File: config.mk
export PLATFORM = sky130hd
export DESIGN_NAME = decimal_real_text_parser
export DESIGN_NICKNAME = d
export VERILOG_FILES = /design/src/design/drtp_pkg.sv /design/src/design/decimal_real_text_parser.sv /design/src/design/drtp_step.sv /design/src/design/drtp_emit.sv
export SDC_FILE = /design/constraint.sdc
export NUM_CORES = 1
export LEC_CHECK = 0
export ABC_AREA = 0
export BUFFER_PORTS_ARGS = -buffer_cell sky130_fd_sc_hd__buf_2
export CORE_MARGIN = 4
export CORE_UTILIZATION = 44
export CTS_CLUSTER_DIAMETER = 30
export DETAILED_ROUTE_END_ITERATION = 8
export PLACE_DENSITY_LB_ADDON = 0.05
export SLEW_MARGIN = 20
export SYNTH_ARGS = -nofsm -noshare
export SYNTH_HDL_FRONTEND = slang
export SYNTH_SLANG_ARGS = --single-unit
File: constraint.sdc
create_clock -name clock -period 8.8 [get_ports clock]
set_clock_uncertainty 0.1 [all_clocks]
set_input_delay 0.88 -clock clock [delete_from_list [all_inputs] [get_ports clock]]
set_output_delay 0.88 -clock clock [all_outputs]
set_load 0.05 [all_outputs]
File: src/design/drtp_pkg.sv
`default_nettype none

package drtp_pkg;

   // field widths
   localparam int CH_W    = 8;
   localparam int MANT_W  = 60;
   localparam int FRAC_W  = 7;
   localparam int EXPV_W  = 10;
   localparam int EXP_W   = 12;
   localparam int RSP_W   = 80;

   // digit limit of the mantissa and default field length
   localparam int MAX_DIGITS          = 18;
   localparam int MAX_FIELD_CHARS_DEF = 64;

   localparam logic [FRAC_W-1:0] FRAC_MAX = 7'd127;
   localparam logic [13:0]       EXPV_MAX = 14'd999;

   // character codes
   localparam logic [CH_W-1:0] CH_NUL   = 8'h00;
   localparam logic [CH_W-1:0] CH_TAB   = 8'h09;
   localparam logic [CH_W-1:0] CH_CR    = 8'h0D;
   localparam logic [CH_W-1:0] CH_SPACE = 8'h20;
   localparam logic [CH_W-1:0] CH_PLUS  = 8'h2B;
   localparam logic [CH_W-1:0] CH_MINUS = 8'h2D;
   localparam logic [CH_W-1:0] CH_DOT   = 8'h2E;
   localparam logic [CH_W-1:0] CH_ZERO  = 8'h30;
   localparam logic [CH_W-1:0] CH_NINE  = 8'h39;
   localparam logic [CH_W-1:0] CH_E_UP  = 8'h45;
   localparam logic [CH_W-1:0] CH_E_LO  = 8'h65;

   // largest mantissa: 10^MAX_DIGITS - 1, capped at the 60-bit maximum
   function automatic logic [63:0] mant_limit_calc(input int digits);
      logic [63:0] p;
      logic [63:0] cap;
      p   = 64'd1;
      cap = {4'b0, {MANT_W{1'b1}}};
      for (int i = 0; i < digits && i < 19; i++) begin
         p = p * 64'd10;
      end
      p = p - 64'd1;
      return (p > cap) ? cap : p;
   endfunction

   localparam logic [63:0] MANT_LIMIT = mant_limit_calc(MAX_DIGITS);

   // parse state of one field
   typedef struct packed {
      logic [MANT_W-1:0] mant;
      logic [FRAC_W-1:0] frac;
      logic [EXPV_W-1:0] expv;
      logic              in_number;
      logic              infract;
      logic              inexp;
      logic              insn;
      logic              esn;
      logic              expneg;
      logic              neg;
      logic              stopped;
      logic              saturated;
   } parse_state_type;

   localparam parse_state_type PARSE_CLEAR = '0;

   // one result
   typedef struct packed {
      logic                    overflow;
      logic signed [EXP_W-1:0] exponent;
      logic [MANT_W-1:0]       mantissa;
      logic                    negative;
   } result_type;

endpackage

`default_nettype wire

File: src/design/decimal_real_text_parser.sv
// Decimal real number parser, one ASCII character per transfer.
//
// Input stream (req_): req_tdata[7:0] is the character, req_tuser marks the
// first character of a field and req_tlast the last one. Leading whitespace,
// one sign, digits with one '.', then 'e'/'E' and a signed exponent are
// parsed; anything else ends the number and the rest of the field is ignored.
// Characters past MAX_FIELD_CHARS in one field are ignored.
//
// Result stream (rsp_): one transfer per field, carrying sign, integer
// mantissa and decimal exponent, value = +/- mantissa * 10^exponent.
//
// The closing character's req_ transfer loads the input register; the result is
// then registered in the result register and offered on rsp_.
// Throughput: one character per cycle but for the stalls below; the step
// per character (mantissa times ten plus digit with saturation compare) is
// combinational, from the input register to the parse state / result registers.
// Stalls: characters that do not close a field keep flowing while a result
// waits; a closing character waits in the input register until rsp_tready.
// Reset clears the parse state and both valid flags.
`default_nettype none

module decimal_real_text_parser #(
   parameter int MAX_FIELD_CHARS = drtp_pkg::MAX_FIELD_CHARS_DEF
) (
   input  logic        clock,
   input  logic        reset,
   input  logic        req_tvalid,
   output logic        req_tready,
   input  logic [7:0]  req_tdata,   // [7:0] ch
   input  logic        req_tuser,   // [0] first
   input  logic        req_tlast,   // last character of the field
   output logic        rsp_tvalid,
   input  logic        rsp_tready,
   output logic [79:0] rsp_tdata    // [0] negative, [60:1] mantissa,
                                    // [72:61] exponent, [73] overflow, rest zero
);
   import drtp_pkg::*;

   localparam int CNT_W = $clog2(MAX_FIELD_CHARS + 1);

   // input register
   logic            in_valid_ff, in_valid_in;
   logic [CH_W-1:0] in_ch_ff;
   logic            in_first_ff;
   logic            in_last_ff;

   // parse state and field character count
   parse_state_type state_ff, state_in, state_nxt;
   logic [CNT_W-1:0] cnt_ff, cnt_in, cnt_base;
   logic            take;

   // result register
   logic            out_valid_ff, out_valid_in;
   result_type      out_ff, result;

   logic            fire;
   logic            in_load;

   // a closing character needs room in the result register
   assign fire       = in_valid_ff && (!in_last_ff || !out_valid_ff || rsp_tready);
   assign req_tready = !in_valid_ff || fire;
   assign in_load    = req_tvalid && req_tready;

   assign cnt_base = in_first_ff ? '0 : cnt_ff;
   assign take     = cnt_base < CNT_W'(MAX_FIELD_CHARS);

   drtp_step u_step (
      .state_cur (state_ff),
      .ch        (in_ch_ff),
      .first     (in_first_ff),
      .take      (take),
      .state_nxt (state_nxt)
   );

   drtp_emit u_emit (
      .state  (state_nxt),
      .result (result)
   );

   // next values
   always_comb begin
      in_valid_in = in_load ? 1'b1 : (fire ? 1'b0 : in_valid_ff);

      state_in = state_ff;
      cnt_in   = cnt_ff;
      if (fire) begin
         if (in_last_ff) begin
            state_in = PARSE_CLEAR;
            cnt_in   = '0;
         end else begin
            state_in = state_nxt;
            cnt_in   = take ? cnt_base + CNT_W'(1) : cnt_base;
         end
      end

      if (fire && in_last_ff) begin
         out_valid_in = 1'b1;
      end else if (rsp_tready) begin
         out_valid_in = 1'b0;
      end else begin
         out_valid_in = out_valid_ff;
      end
   end

   // control registers
   always_ff @(posedge clock) begin
      if (reset) begin
         in_valid_ff  <= 1'b0;
         out_valid_ff <= 1'b0;
         state_ff     <= PARSE_CLEAR;
         cnt_ff       <= '0;
      end else begin
         in_valid_ff  <= in_valid_in;
         out_valid_ff <= out_valid_in;
         state_ff     <= state_in;
         cnt_ff       <= cnt_in;
      end
   end

   // payload registers
   always_ff @(posedge clock) begin
      if (in_load) begin
         in_ch_ff    <= req_tdata;
         in_first_ff <= req_tuser;
         in_last_ff  <= req_tlast;
      end
      if (fire && in_last_ff) begin
         out_ff <= result;
      end
   end

   assign rsp_tvalid = out_valid_ff;
   assign rsp_tdata  = {{(RSP_W - $bits(result_type)){1'b0}}, out_ff};

endmodule

`default_nettype wire

File: src/design/drtp_step.sv
`default_nettype none

module drtp_step (
   input  drtp_pkg::parse_state_type state_cur,
   input  logic [drtp_pkg::CH_W-1:0] ch,
   input  logic                      first,
   input  logic                      take,
   output drtp_pkg::parse_state_type state_nxt
);
   import drtp_pkg::*;

   parse_state_type base;
   logic            digit;
   logic [3:0]      dval;
   logic [63:0]     mant_prod;
   logic [13:0]     expv_prod;
   logic            space;
   logic            is_sign;

   always_comb begin
      base      = first ? PARSE_CLEAR : state_cur;
      digit     = (ch >= CH_ZERO) && (ch <= CH_NINE);
      dval      = digit ? 4'(ch - CH_ZERO) : 4'd0;
      space     = (ch == CH_SPACE) || ((ch >= CH_TAB) && (ch <= CH_CR));
      is_sign   = (ch == CH_PLUS) || (ch == CH_MINUS);

      // times ten plus digit, by shift and add
      mant_prod = ({4'b0, base.mant} << 3) + ({4'b0, base.mant} << 1) + {60'b0, dval};
      expv_prod = ({4'b0, base.expv} << 3) + ({4'b0, base.expv} << 1) + {10'b0, dval};

      state_nxt = base;
      if (take && !base.stopped) begin
         if (ch == CH_NUL) begin
            state_nxt.stopped = 1'b1;
         end else if (base.inexp) begin
            // exponent part
            if (digit) begin
               if (expv_prod > EXPV_MAX) begin
                  state_nxt.expv      = EXPV_MAX[EXPV_W-1:0];
                  state_nxt.saturated = 1'b1;
               end else begin
                  state_nxt.expv = expv_prod[EXPV_W-1:0];
               end
               state_nxt.esn = 1'b1;
            end else if (ch == CH_PLUS && !base.esn) begin
               state_nxt.esn = 1'b1;
            end else if (ch == CH_MINUS && !base.esn) begin
               state_nxt.esn    = 1'b1;
               state_nxt.expneg = 1'b1;
            end else begin
               state_nxt.stopped = 1'b1;
            end
         end else if (digit) begin
            // mantissa digit
            if (mant_prod > MANT_LIMIT) begin
               state_nxt.mant      = MANT_LIMIT[MANT_W-1:0];
               state_nxt.saturated = 1'b1;
            end else begin
               state_nxt.mant = mant_prod[MANT_W-1:0];
            end
            if (base.infract) begin
               if (base.frac >= FRAC_MAX) begin
                  state_nxt.saturated = 1'b1;
               end else begin
                  state_nxt.frac = base.frac + 7'd1;
               end
            end
            state_nxt.in_number = 1'b1;
         end else if (is_sign && !(base.in_number || base.insn)) begin
            state_nxt.insn = 1'b1;
            if (ch == CH_MINUS) begin
               state_nxt.neg = 1'b1;
            end
         end else if (ch == CH_DOT && !base.infract) begin
            state_nxt.in_number = 1'b1;
            state_nxt.infract   = 1'b1;
         end else if (ch == CH_E_LO || ch == CH_E_UP) begin
            // bare exponent mark means a mantissa of one
            if (!base.in_number) begin
               state_nxt.mant = {{(MANT_W-1){1'b0}}, 1'b1};
            end
            state_nxt.inexp     = 1'b1;
            state_nxt.in_number = 1'b1;
         end else if (space && !(base.in_number || base.insn)) begin
            state_nxt.stopped = base.stopped;
         end else begin
            state_nxt.stopped = 1'b1;
         end
      end
   end

endmodule

`default_nettype wire

File: src/design/drtp_emit.sv
`default_nettype none

module drtp_emit (
   input  drtp_pkg::parse_state_type state,
   output drtp_pkg::result_type      result
);
   import drtp_pkg::*;

   logic signed [EXP_W-1:0] exp_mag;
   logic signed [EXP_W-1:0] exp_signed;

   // exponent value with sign, less the fraction digits
   always_comb begin
      exp_mag    = {{(EXP_W-EXPV_W){1'b0}}, state.expv};
      exp_signed = state.expneg ? -exp_mag : exp_mag;
      result.exponent = exp_signed - {{(EXP_W-FRAC_W){1'b0}}, state.frac};
      result.negative = state.neg;
      result.mantissa = state.mant;
      result.overflow = state.saturated;
   end

endmodule

`default_nettype wire

==> impl_metrics.ini, run 1 <==
[status]
status = completed

[sta]
min_period_over_period_pct = 85.33
slew_headroom_pct = 29.84
post-route-min-period_ns = 7.509
hold_viol_final = 0
finalMaxSlewViolations = 0
clock.fmax_ghz = 0.1332
worst_slew_pin_slew_ns = 1.043
rsz0062_at_grt = false
setup_viol = 0
whs_ns = 0.3554
tns_ns = 0

[drt]
first_iter_violations = 1136
drc_errors = 0
routed_via_density = 6.183
wl_per_cell_um = 20.74
drt-total-wl_mm = 47.53
ant_nets = 0
drt-pass1-iter-count = 6
num_vias = 14170

[floorplanning]
start_util_pct = 44.51
die_area_um2 = 36840
dieHeight_um = 191.9
fp.dieW_um = 191.9
ios = 96
core-area_um2 = 33450
num_rows = 67

[synthesis]
synth_cell_types = 83
synth-compound-area-share_pct = 27.16
netlist.area_leader.share_pct = 16.94
ys_seq_area_share_pct = 29.72
syn-instance-count = 1807
ys_top_cells_by_count = nand2_1, a21oi_1, ha_1
synthMuxAreaShare_pct = 0.6976
synth-warning-count = 0
syn_avg_cell_area_um2 = 8.238
synth_ff_type = dfxtp_1
synthAdderAreaFrac_pct = 13.11
netlist_top_cells_area = edfxtp_1, dfxtp_1, ha_1
synth_area_um2 = 14890
synthSimpleGateAreaFrac_pct = 20.36
synth_top_family_by_area = compound AO/OA/AOI/OAI gates
synth_top_cell_by_area = edfxtp_1
synth_edf_count = 84
synth-seq-cells = 179
synth_xor_xnor_area_share_pct = 4.413
synth.most_common_cell = nand2_1
ys_async_sr_fraction_pct = 0

[clock_tree]
postCtsSetupBuffers = 0
cts_sinks = 179
htree_levels = 4
cts_resized = 0
cts_buffers = 17
root_buffer = clkbuf_16
cts_tree = done
cts_buffer_depth = 2
cts.clk_slew.worst_paths_ns = 0.08
clk_latency_ns = 0.47
ctsHoldBuffers = 0

[pwr]
p_seq_share_pct = 47.8
max-vdd-ir-drop_mv = 0.1484
finalPower_mw = 1.855
swShare_pct = 26.67
power_density_nw_per_um2 = 113.9
p_int_mw = 1.360
clockPowerShare_pct = 45.2
power.switching_mw = 0.4948
leakage_nw = 6.927
combPwrFrac_pct = 6.9

[finish]
final_cells = 2292
drive_above_1_share_pct = 9.056
syn2layout_area_growth_pct = 9.380
final_core_util_pct = 48.68
n_antenna_cell = 0
nets = 1998

[worst_setup_path]
slowest_delay_ns = 0.69
path_depth = 21
critPathSlowestCell = o31ai_1
cp_num_buf_inv = 4
critical-path-top-delay-family = compound AO/OA/AOI/OAI gates
endpoint_kind = register
required_ns = 9.06
arrival_ns = 7.77
start_kind = register
worstPathMaxFanout = 64
ff2ff_path_depth = 21
cp_common_cell = a211oi_1
crit_type = register to register
cp_cell_sequence = o21ai_0, nor2b_1, buf_4, and2_1, inv_1, fa_1, inv_1, fa_1, a211oi_1, o21a_1, nor4b_1, o31ai_1, a211oi_1, a211oi_1, and3b_1, nor4bb_1, nand3_1, o211ai_4, buf_4, nor3_2, a32o_1

[place]
dp_hpwl_mm = 34.95
dp.cells = 2259
place_congestion = 0.9819
io_buffers = 89

[hold_path]
worstHoldPathCells = 2
hold_class = register to register

[global_routing]
grt_pass1_vias = 13080
grt_util_all_layers_pct = 25.36
grt_overflow = 0
grt_max_degree = 76
antenna_found_initial = 0
grt_pass1_wl_mm = 73.64

[run]
cap_violations = 0
==> cell families (layout without fill, tap and decap cells) <==
logic type                 after synthesis  count (layout)
muxes                                   10              10
xor gates and xnor gates                75              75
DFF                                    179             179
other                                    1               6
and+or+nand+nor                        618             618
AOI/OAI and AO/OA                      606             606
adders and majority gates              153             153
buffers and inverters                  165             197
==> area by class of cell <==
class,count,area (µm²)
fill,3297,17170
multi-input combinational,1468,9844
sequential,179,4424
timing repair buffer,111,630.6
tap,448,560.5
clock buffer,20,478.0
inverter,54,202.7
clock inverter,12,142.6
==> power groups by stage <==
| stage | sequential, mW | clock (mW) | combinational (mW) |
|---|---|---|---|
| 4_1_cts | 0.888 | 0.856 | 0.127 |
| 3_3_place_gp | 0.907 | 0 | 0.126 |
| 5_1_grt | 0.889 | 0.882 | 0.136 |
| 6_report | 0.888 | 0.839 | 0.128 |
| 3_5_place_dp | 0.907 | 0 | 0.126 |
| 2_1_floorplan | 0.933 | 0 | 0.0604 |
==> per-stage QoR <==
step                setup slack (ns)  cell area [µm²]
finish                         1.291            16280
global route                  0.9034            16280
CTS                            1.452            16260
detailed placement             1.517            15640
global placement               1.729            15640
floorplan                      2.408            14910
==> routing by layer <==
metal  vias to the layer above  share of wire [%]  GRT usage, %
li1                       6828                  -             -
met5                         -                  0             0
met3                        65                5.8         3.635
met2                       444                 45         39.60
met4                         0                2.5         7.790
met1                      6835                 47         36.31
==> layout by cell type (no fill, tap or decap), types with 16 or more instances in the layout <==
cell	synthesis	layout
nand2b_1	33	33
a211oi_1	16	16
buf_4	6	21
o31ai_1	36	36
o21bai_1	16	16
nand3_1	38	38
a22o_1	20	20
nor2_1	132	130
nor2b_1	68	68
inv_1	54	54
o311ai_1	18	18
a311oi_1	20	20
nor3_1	35	35
buf_2	12	89
a21oi_1	166	166
o21ai_0	88	88
ha_1	148	148
a22oi_1	20	20
a21o_1	24	24
o21ai_1	35	35
or3_1	17	17
o211ai_1	19	19
xor2_1	35	35
a31oi_1	17	16
dfxtp_1	95	95
xnor2_1	40	40
nand2_1	191	191
clkbuf_16	0	18
edfxtp_1	84	84
nand4_1	30	30
==> state kept, by name (all words and copies together), names as in the netlist <==
register and cells:
in_valid_ff 1, in_first_ff 1, cnt_ff 7, in_last_ff 1, in_ch_ff 8, state_ff 86
rsp_tvalid 1, rsp_tdata 74
==> path summary, 6_finish.rpt <==
check / start / end / slack (ns)
hold reg to reg: state_ff[29]$_SDFFE_PP0P_ / state_ff[29]$_SDFFE_PP0P_ / 0.36
setup / recovery: in_ch_ff[1]$_DFFE_PP_ / state_ff[46]$_SDFFE_PP0P_ / 1.29
hold / removal: state_ff[29]$_SDFFE_PP0P_ / state_ff[29]$_SDFFE_PP0P_ / 0.36
setup reg to reg: in_ch_ff[1]$_DFFE_PP_ / state_ff[46]$_SDFFE_PP0P_ / 1.29
==> worst reg2reg max path, stage by stage, from the launching register on <==
cell and delay [ns]:
edfxtp_1 0.47, o21ai_0 0.32, nor2b_1 0.18, buf_4 0.21, and2_1 0.21, inv_1 0.09, fa_1 0.53, inv_1 0.07
fa_1 0.48, a211oi_1 0.39, o21a_1 0.25, nor4b_1 0.15, o31ai_1 0.69, a211oi_1 0.17, a211oi_1 0.59, and3b_1 0.24
nor4bb_1 0.53, nand3_1 0.26, o211ai_4 0.30, buf_4 0.61, nor3_2 0.28, a32o_1 0.30
(Power assumes the default switching activity.)
==> run 2, diff against run 1 <==
--- a/config.mk
+++ b/config.mk
@@ -15,4 +15,5 @@
 export SLEW_MARGIN = 20
 export SYNTH_ARGS = -nofsm -noshare
 export SYNTH_HDL_FRONTEND = slang
+export SYNTH_HIERARCHICAL = 1
 export SYNTH_SLANG_ARGS = --single-unit
==> constraint.sdc (replaced) <==
create_clock -name clock -period 9.3 [get_ports clock]
set_clock_uncertainty 0.1 [all_clocks]
set_input_delay 0.93 -clock clock [delete_from_list [all_inputs] [get_ports clock]]
set_output_delay 0.93 -clock clock [all_outputs]
set_load 0.05 [all_outputs]
==> run 2 against run 1 <==
  * Sequential power down 5.2%
  * Final cell count fell by 0.74%
  * Synthesized area is 3.1% higher
  * Largest cell class unchanged
  * Highest routed layer unchanged
  * Routed wire length shrank 1.2%
  * Cell area shrank 0.97%
==> impl_metrics.ini, run 2 <==
[synthesis]
syn_avg_cell_area_um2 = 8.260
ys_seq_area_share_pct = 28.83
ys_top_cells_by_count = a21oi_1, o21ai_0, ha_1
synth_top_cell_by_area = edfxtp_1
synth_cell_types = 87
synth_edf_count = 84
netlist.area_leader.share_pct = 16.44
netlist_top_cells_area = edfxtp_1, dfxtp_1, ha_1
syn-instance-count = 1858
synth-seq-cells = 179
synth_area_um2 = 15350
synth-warning-count = 6
synth.most_common_cell = a21oi_1
synth_ff_type = dfxtp_1
ys_async_sr_fraction_pct = 0

[status]
status = completed

[clock_tree]
clk_latency_ns = 0.46
cts_tree = done
cts_buffers = 17
cts_resized = 0
cts.clk_slew.worst_paths_ns = 0.07
cts_sinks = 179
root_buffer = clkbuf_16
htree_levels = 4
ctsHoldBuffers = 0
postCtsSetupBuffers = 0
cts_buffer_depth = 2

[finish]
nets = 1974
final_cell_mix = a21oi_1, o21ai_0, ha_1, nand2_1, nor2_1
drive_above_1_share_pct = 9.011
regMostFlops = state_ff
largest_reg_flops = 86
final_common_cell = a21oi_1
n_antenna_cell = 0
nFillCells = 3439
syn2layout_area_growth_pct = 5.071

[global_routing]
grt_pass1_wl_mm = 74.82
grt_overflow = 0
grt_util_all_layers_pct = 24.10
antenna_found_initial = 0
grt_pass1_vias = 13120
grt_util_met3_pct = 3.345
use_met1_pct = 34.55
grt.busiest_layer = met2
met2_usage_pct = 38.12
grt_max_degree = 91

[sta]
min_period_over_period_pct = 78.50
clock.fmax_ghz = 0.1370
whs_ns = 0.3685
hold_viol_final = 0
slew_headroom_pct = 25.78
setup_viol = 0
rsz0062_at_grt = false
layout_setup_ws_ns = 1.999
finalMaxSlewViolations = 0
post-route-min-period_ns = 7.301
tns_ns = 0
worst_slew_pin_slew_ns = 1.104

[floorplanning]
num_rows = 68
core-area_um2 = 34460
ios = 96
dieHeight_um = 194.8
die_area_um2 = 37930
fp.dieW_um = 194.8
start_util_pct = 44.54

[run]
cap_violations = 0

[worst_setup_path]
arrival_ns = 7.40
start_kind = register
endpoint_kind = register
crit_start = in_ch_ff[1]$_DFFE_PP_
slowest_delay_ns = 0.56
cp_common_cell = o21ai_0
r2r_start = in_ch_ff[1]$_DFFE_PP_
required_ns = 9.40
worstPathMaxFanout = 11
crit_type = register to register
critPathSlowestCell = or4b_1

[hold_path]
hold_class = register to register
worstHoldStart = state_ff[34]$_SDFFE_PP0P_

[drt]
drc_errors = 0
routed_via_density = 5.981
drt-total-wl_mm = 46.97
first_iter_violations = 1148
ant_nets = 0
wl_per_cell_um = 20.65
num_vias = 13610
drt-pass1-iter-count = 5

[place]
place_congestion = 0.9796
dp_hpwl_mm = 34.74
io_buffers = 89
dpl_worst_slack_ns = 2.150

[pwr]
leakage_nw = 6.506
power_density_nw_per_um2 = 105.8
max-vdd-ir-drop_mv = 0.1367
==> run 2: metrics by stage <==
step / cell area (µm²) / std cells / util, % / power [mW]
after global placement: 15490 / 2241 / 44.94 / 0.9683
final: 16130 / 2275 / 46.80 / 1.706
after CTS: 16090 / 2273 / 46.70 / 1.728
after global routing: 16130 / 2275 / 46.80 / 1.769
after floorplan: 15370 / 1863 / - / 0.9402
after detailed placement: 15490 / 2241 / 44.94 / 0.9688
==> run 2: per-layer routing <==
layer,up-vias,share of wire [%]
met1,6566,49
li1,6659,-
met3,56,4.0
met5,-,0
met2,326,45
met4,0,2.1
==> run 2: cell families after synthesis <==
group           synth area share (%)
other cells                  0.02443
compound gates                 23.62
simple gates                   22.58
fa+ha+maj                      12.72
buf+inv                        7.835
flops                          28.83
xor+xnor                       3.938
mux                           0.4566
==> run 2: area by class of cell <==
class	count	area [µm²]	area share [%]
inverters	44	165.2	1.024
repair buffers	104	580.6	3.600
multi-input cells	1461	9778	60.64
flip-flops and latches	179	4428	27.46
clock inverters	11	111.4	0.6906
clock buffers	21	493.0	3.057
well taps	455	569.3	3.530
==> run 2: final timing paths <==
path | endpoint | slack (ns) | cells after the start
setup / recovery | rsp_tdata[68]$_DFFE_PP_ | 2.00 | 28
hold / removal | state_ff[34]$_SDFFE_PP0P_ | 0.37 | 2
setup reg to reg | rsp_tdata[68]$_DFFE_PP_ | 2.00 | 28
hold reg to reg | state_ff[34]$_SDFFE_PP0P_ | 0.37 | 2
==> run 2: where the power goes <==
group,internal [mW],total [mW],switching (mW)
Combinational,0.0215,0.108,0.0868
Sequential,0.832,0.842,0.0102
Clock,0.413,0.756,0.343
==> run 2: worst max-delay path, delay by kind of cell, from the launching register on <==
family | cells | cell delay, ns
buf+inv | 2 | 0.20
compound gates | 10 | 2.19
flops | 1 | 0.47
simple gates | 10 | 2.56
fa+ha+maj | 4 | 1.18
xor+xnor | 2 | 0.33
==> run 3, diff against run 2 <==
==> constraint.sdc (replaced) <==
create_clock -name clock -period 6.1 [get_ports clock]
set_clock_uncertainty 0.1 [all_clocks]
set_input_delay 0.61 -clock clock [delete_from_list [all_inputs] [get_ports clock]]
set_output_delay 0.61 -clock clock [all_outputs]
set_load 0.05 [all_outputs]
==> run 3 against run 2 <==
  * Clock-buffer cell count shrank 1
  * Global-route usage is 1.0 points higher
  * Via count is 5.1% higher
  * Power rose by 48%
  * Flip-flop and latch count unchanged
  * Critical path type unchanged
  * Final cell count up 6.4%
  * Register-to-register slack got worse by 1.7 ns
  * Fmax up 25%
  * Largest cell class unchanged
  * Routed wire length is 4.8% higher
  * Utilization rose by 3.6 points
  * Combinational power increased by 66%
  * Critical path depth up 1
  * Highest routed layer unchanged
==> impl_metrics.ini, run 3 (same netlist as run 2, synthesis figures left out) <==
[finish]
syn2layout_area_growth_pct = 13.14
final_common_cell = a21oi_1
nets = 2119
final_cell_mix = a21oi_1, o21ai_0, buf_4, nand2_1, ha_1
largest_reg_flops = 86
drive_above_1_share_pct = 17.30
final_cells = 2421
nFillCells = 3409
regMostFlops = state_ff

[global_routing]
grt_overflow = 0
grt_util_all_layers_pct = 25.13
grt_max_degree = 100
grt_pass1_vias = 13880
antenna_found_initial = 0
grt_pass1_wl_mm = 77.83

[floorplanning]
ios = 96
dieHeight_um = 194.8
core-area_um2 = 34460
die_area_um2 = 37930
num_rows = 68
fp.dieW_um = 194.8
start_util_pct = 44.54

[sta]
tns_ns = 0
whs_ns = 0.2422
clock.fmax_ghz = 0.1710
finalMaxSlewViolations = 0
slew_headroom_pct = 31.13
layout_setup_ws_ns = 0.2524
hold_viol_final = 0
setup_viol = 0
rsz0062_at_grt = true
min_period_over_period_pct = 95.86
worst_slew_pin_slew_ns = 1.024
post-route-min-period_ns = 5.848

[clock_tree]
clk_latency_ns = 0.46
cts_buffer_depth = 2
root_buffer = clkbuf_16
cts_buffers = 17
cts_sinks = 179
htree_levels = 4
cts.clk_slew.worst_paths_ns = 0.07
cts_tree = done

[run]
cap_violations = 0

[hold_path]
hold_class = input pin to register
hold_end = in_ch_ff[6]$_DFFE_PP_
worstHoldStart = req_tdata[6]
worstHoldPathCells = 1

[worst_setup_path]
arrival_ns = 5.94
crit-reg2reg-capture = rsp_tdata[68]$_DFFE_PP_
slowest_delay_ns = 0.47
required_ns = 6.19
ff2ff_path_depth = 29
start_kind = register
cp_common_cell = o21ai_2
cp_num_buf_inv = 3
r2r_slack_ns = 0.25
crit_type = register to register
critPathSlowestCell = fa_1
critical-path-top-delay-family = compound AO/OA/AOI/OAI gates
endpoint_kind = register
r2r_start = in_ch_ff[1]$_DFFE_PP_
worstPathMaxFanout = 4

[pwr]
power_density_nw_per_um2 = 144.9
finalPower_mw = 2.517
leakage_nw = 7.259
max-vdd-ir-drop_mv = 0.1940

[place]
dp.cells = 2377
dpl_worst_slack_ns = -0.1024
place_congestion = 0.9608
io_buffers = 89
dp_hpwl_mm = 36.51

[drt]
drt-total-wl_mm = 49.24
num_vias = 14310
drc_errors = 0
ant_nets = 0
first_iter_violations = 934
wl_per_cell_um = 20.34
routed_via_density = 5.910
drt-pass1-iter-count = 5

[status]
status = completed
## run 3: worst register-to-register path: cells and delay by family, from the launching register on
| kind | cells | cell delay [ns] |
|---|---|---|
| simple gates | 10 | 1.62 |
| buf+inv | 3 | 0.33 |
| xor+xnor | 2 | 0.29 |
| flops | 1 | 0.42 |
| compound gates | 10 | 1.72 |
| fa+ha+maj | 4 | 1.11 |
## run 3: cell type report
cell class | count | area (µm²) | share of cell area [%]
antenna | 1 | 2.502 | 0.01441
clock buffer | 20 | 446.7 | 2.572
tap | 455 | 569.3 | 3.279
inverter | 44 | 165.2 | 0.9511
timing repair buffer | 249 | 1732 | 9.973
sequential | 179 | 4428 | 25.50
multi-input combinational | 1461 | 9925 | 57.16
clock inverter | 12 | 96.34 | 0.5548
## run 3: power breakdown
| part | leakage (nW) | switching, mW | total [mW] | internal, mW |
|---|---|---|---|---|
| Clock | 0.260 | 0.517 | 1.06 | 0.540 |
| Sequential | 1.56 | 0.0141 | 1.28 | 1.27 |
| Combinational | 5.43 | 0.138 | 0.179 | 0.0402 |
## run 3: worst max-delay path by stage
stage,endpoint,cells after the start,from,slack [ns]
after detailed placement,rsp_tdata[68]$_DFFE_PP_,29,in_ch_ff[1]$_DFFE_PP_,-0.10
after CTS,rsp_tdata[68]$_DFFE_PP_,29,in_ch_ff[3]$_DFFE_PP_,0.007
final,rsp_tdata[68]$_DFFE_PP_,29,in_ch_ff[1]$_DFFE_PP_,0.25
after global placement,rsp_tdata[68]$_DFFE_PP_,29,in_ch_ff[1]$_DFFE_PP_,0.09
after floorplan,rsp_tdata[68]$_DFFE_PP_,29,in_first_ff$_DFFE_PP_,0.004
after global routing,rsp_tdata[71]$_DFFE_PP_,29,in_ch_ff[1]$_DFFE_PP_,-0.1
## run 3: what timing repair did
item / 4_1_cts / 5_1_grt
endpoints found under the hold margin: 0 / 0
setup buffers: 1 / 8
endpoints found under the setup margin: 5 / 28
resized for setup: 4 / 42
pin swaps: 5 / 25
cloned: 0 / 1
hold buffers: 0 / 0
## run 3: metrics by stage
stage	util, %	area (µm²)
2_1_floorplan	-	15380
3_3_place_gp	48.02	16550
3_5_place_dp	48.02	16550
4_1_cts	49.63	17100
5_1_grt	50.38	17360
6_report	50.39	17360
## run 3: layer usage
layer | GRT usage [%] | vias up | wire length [µm]
li1 | - | 6962 | -
met1 | 35.33 | 6940 | 23030
met2 | 41.87 | 352 | 23340
met3 | 2.669 | 53 | 1981
met4 | 5.793 | 0 | 880
met5 | 0 | - | 0
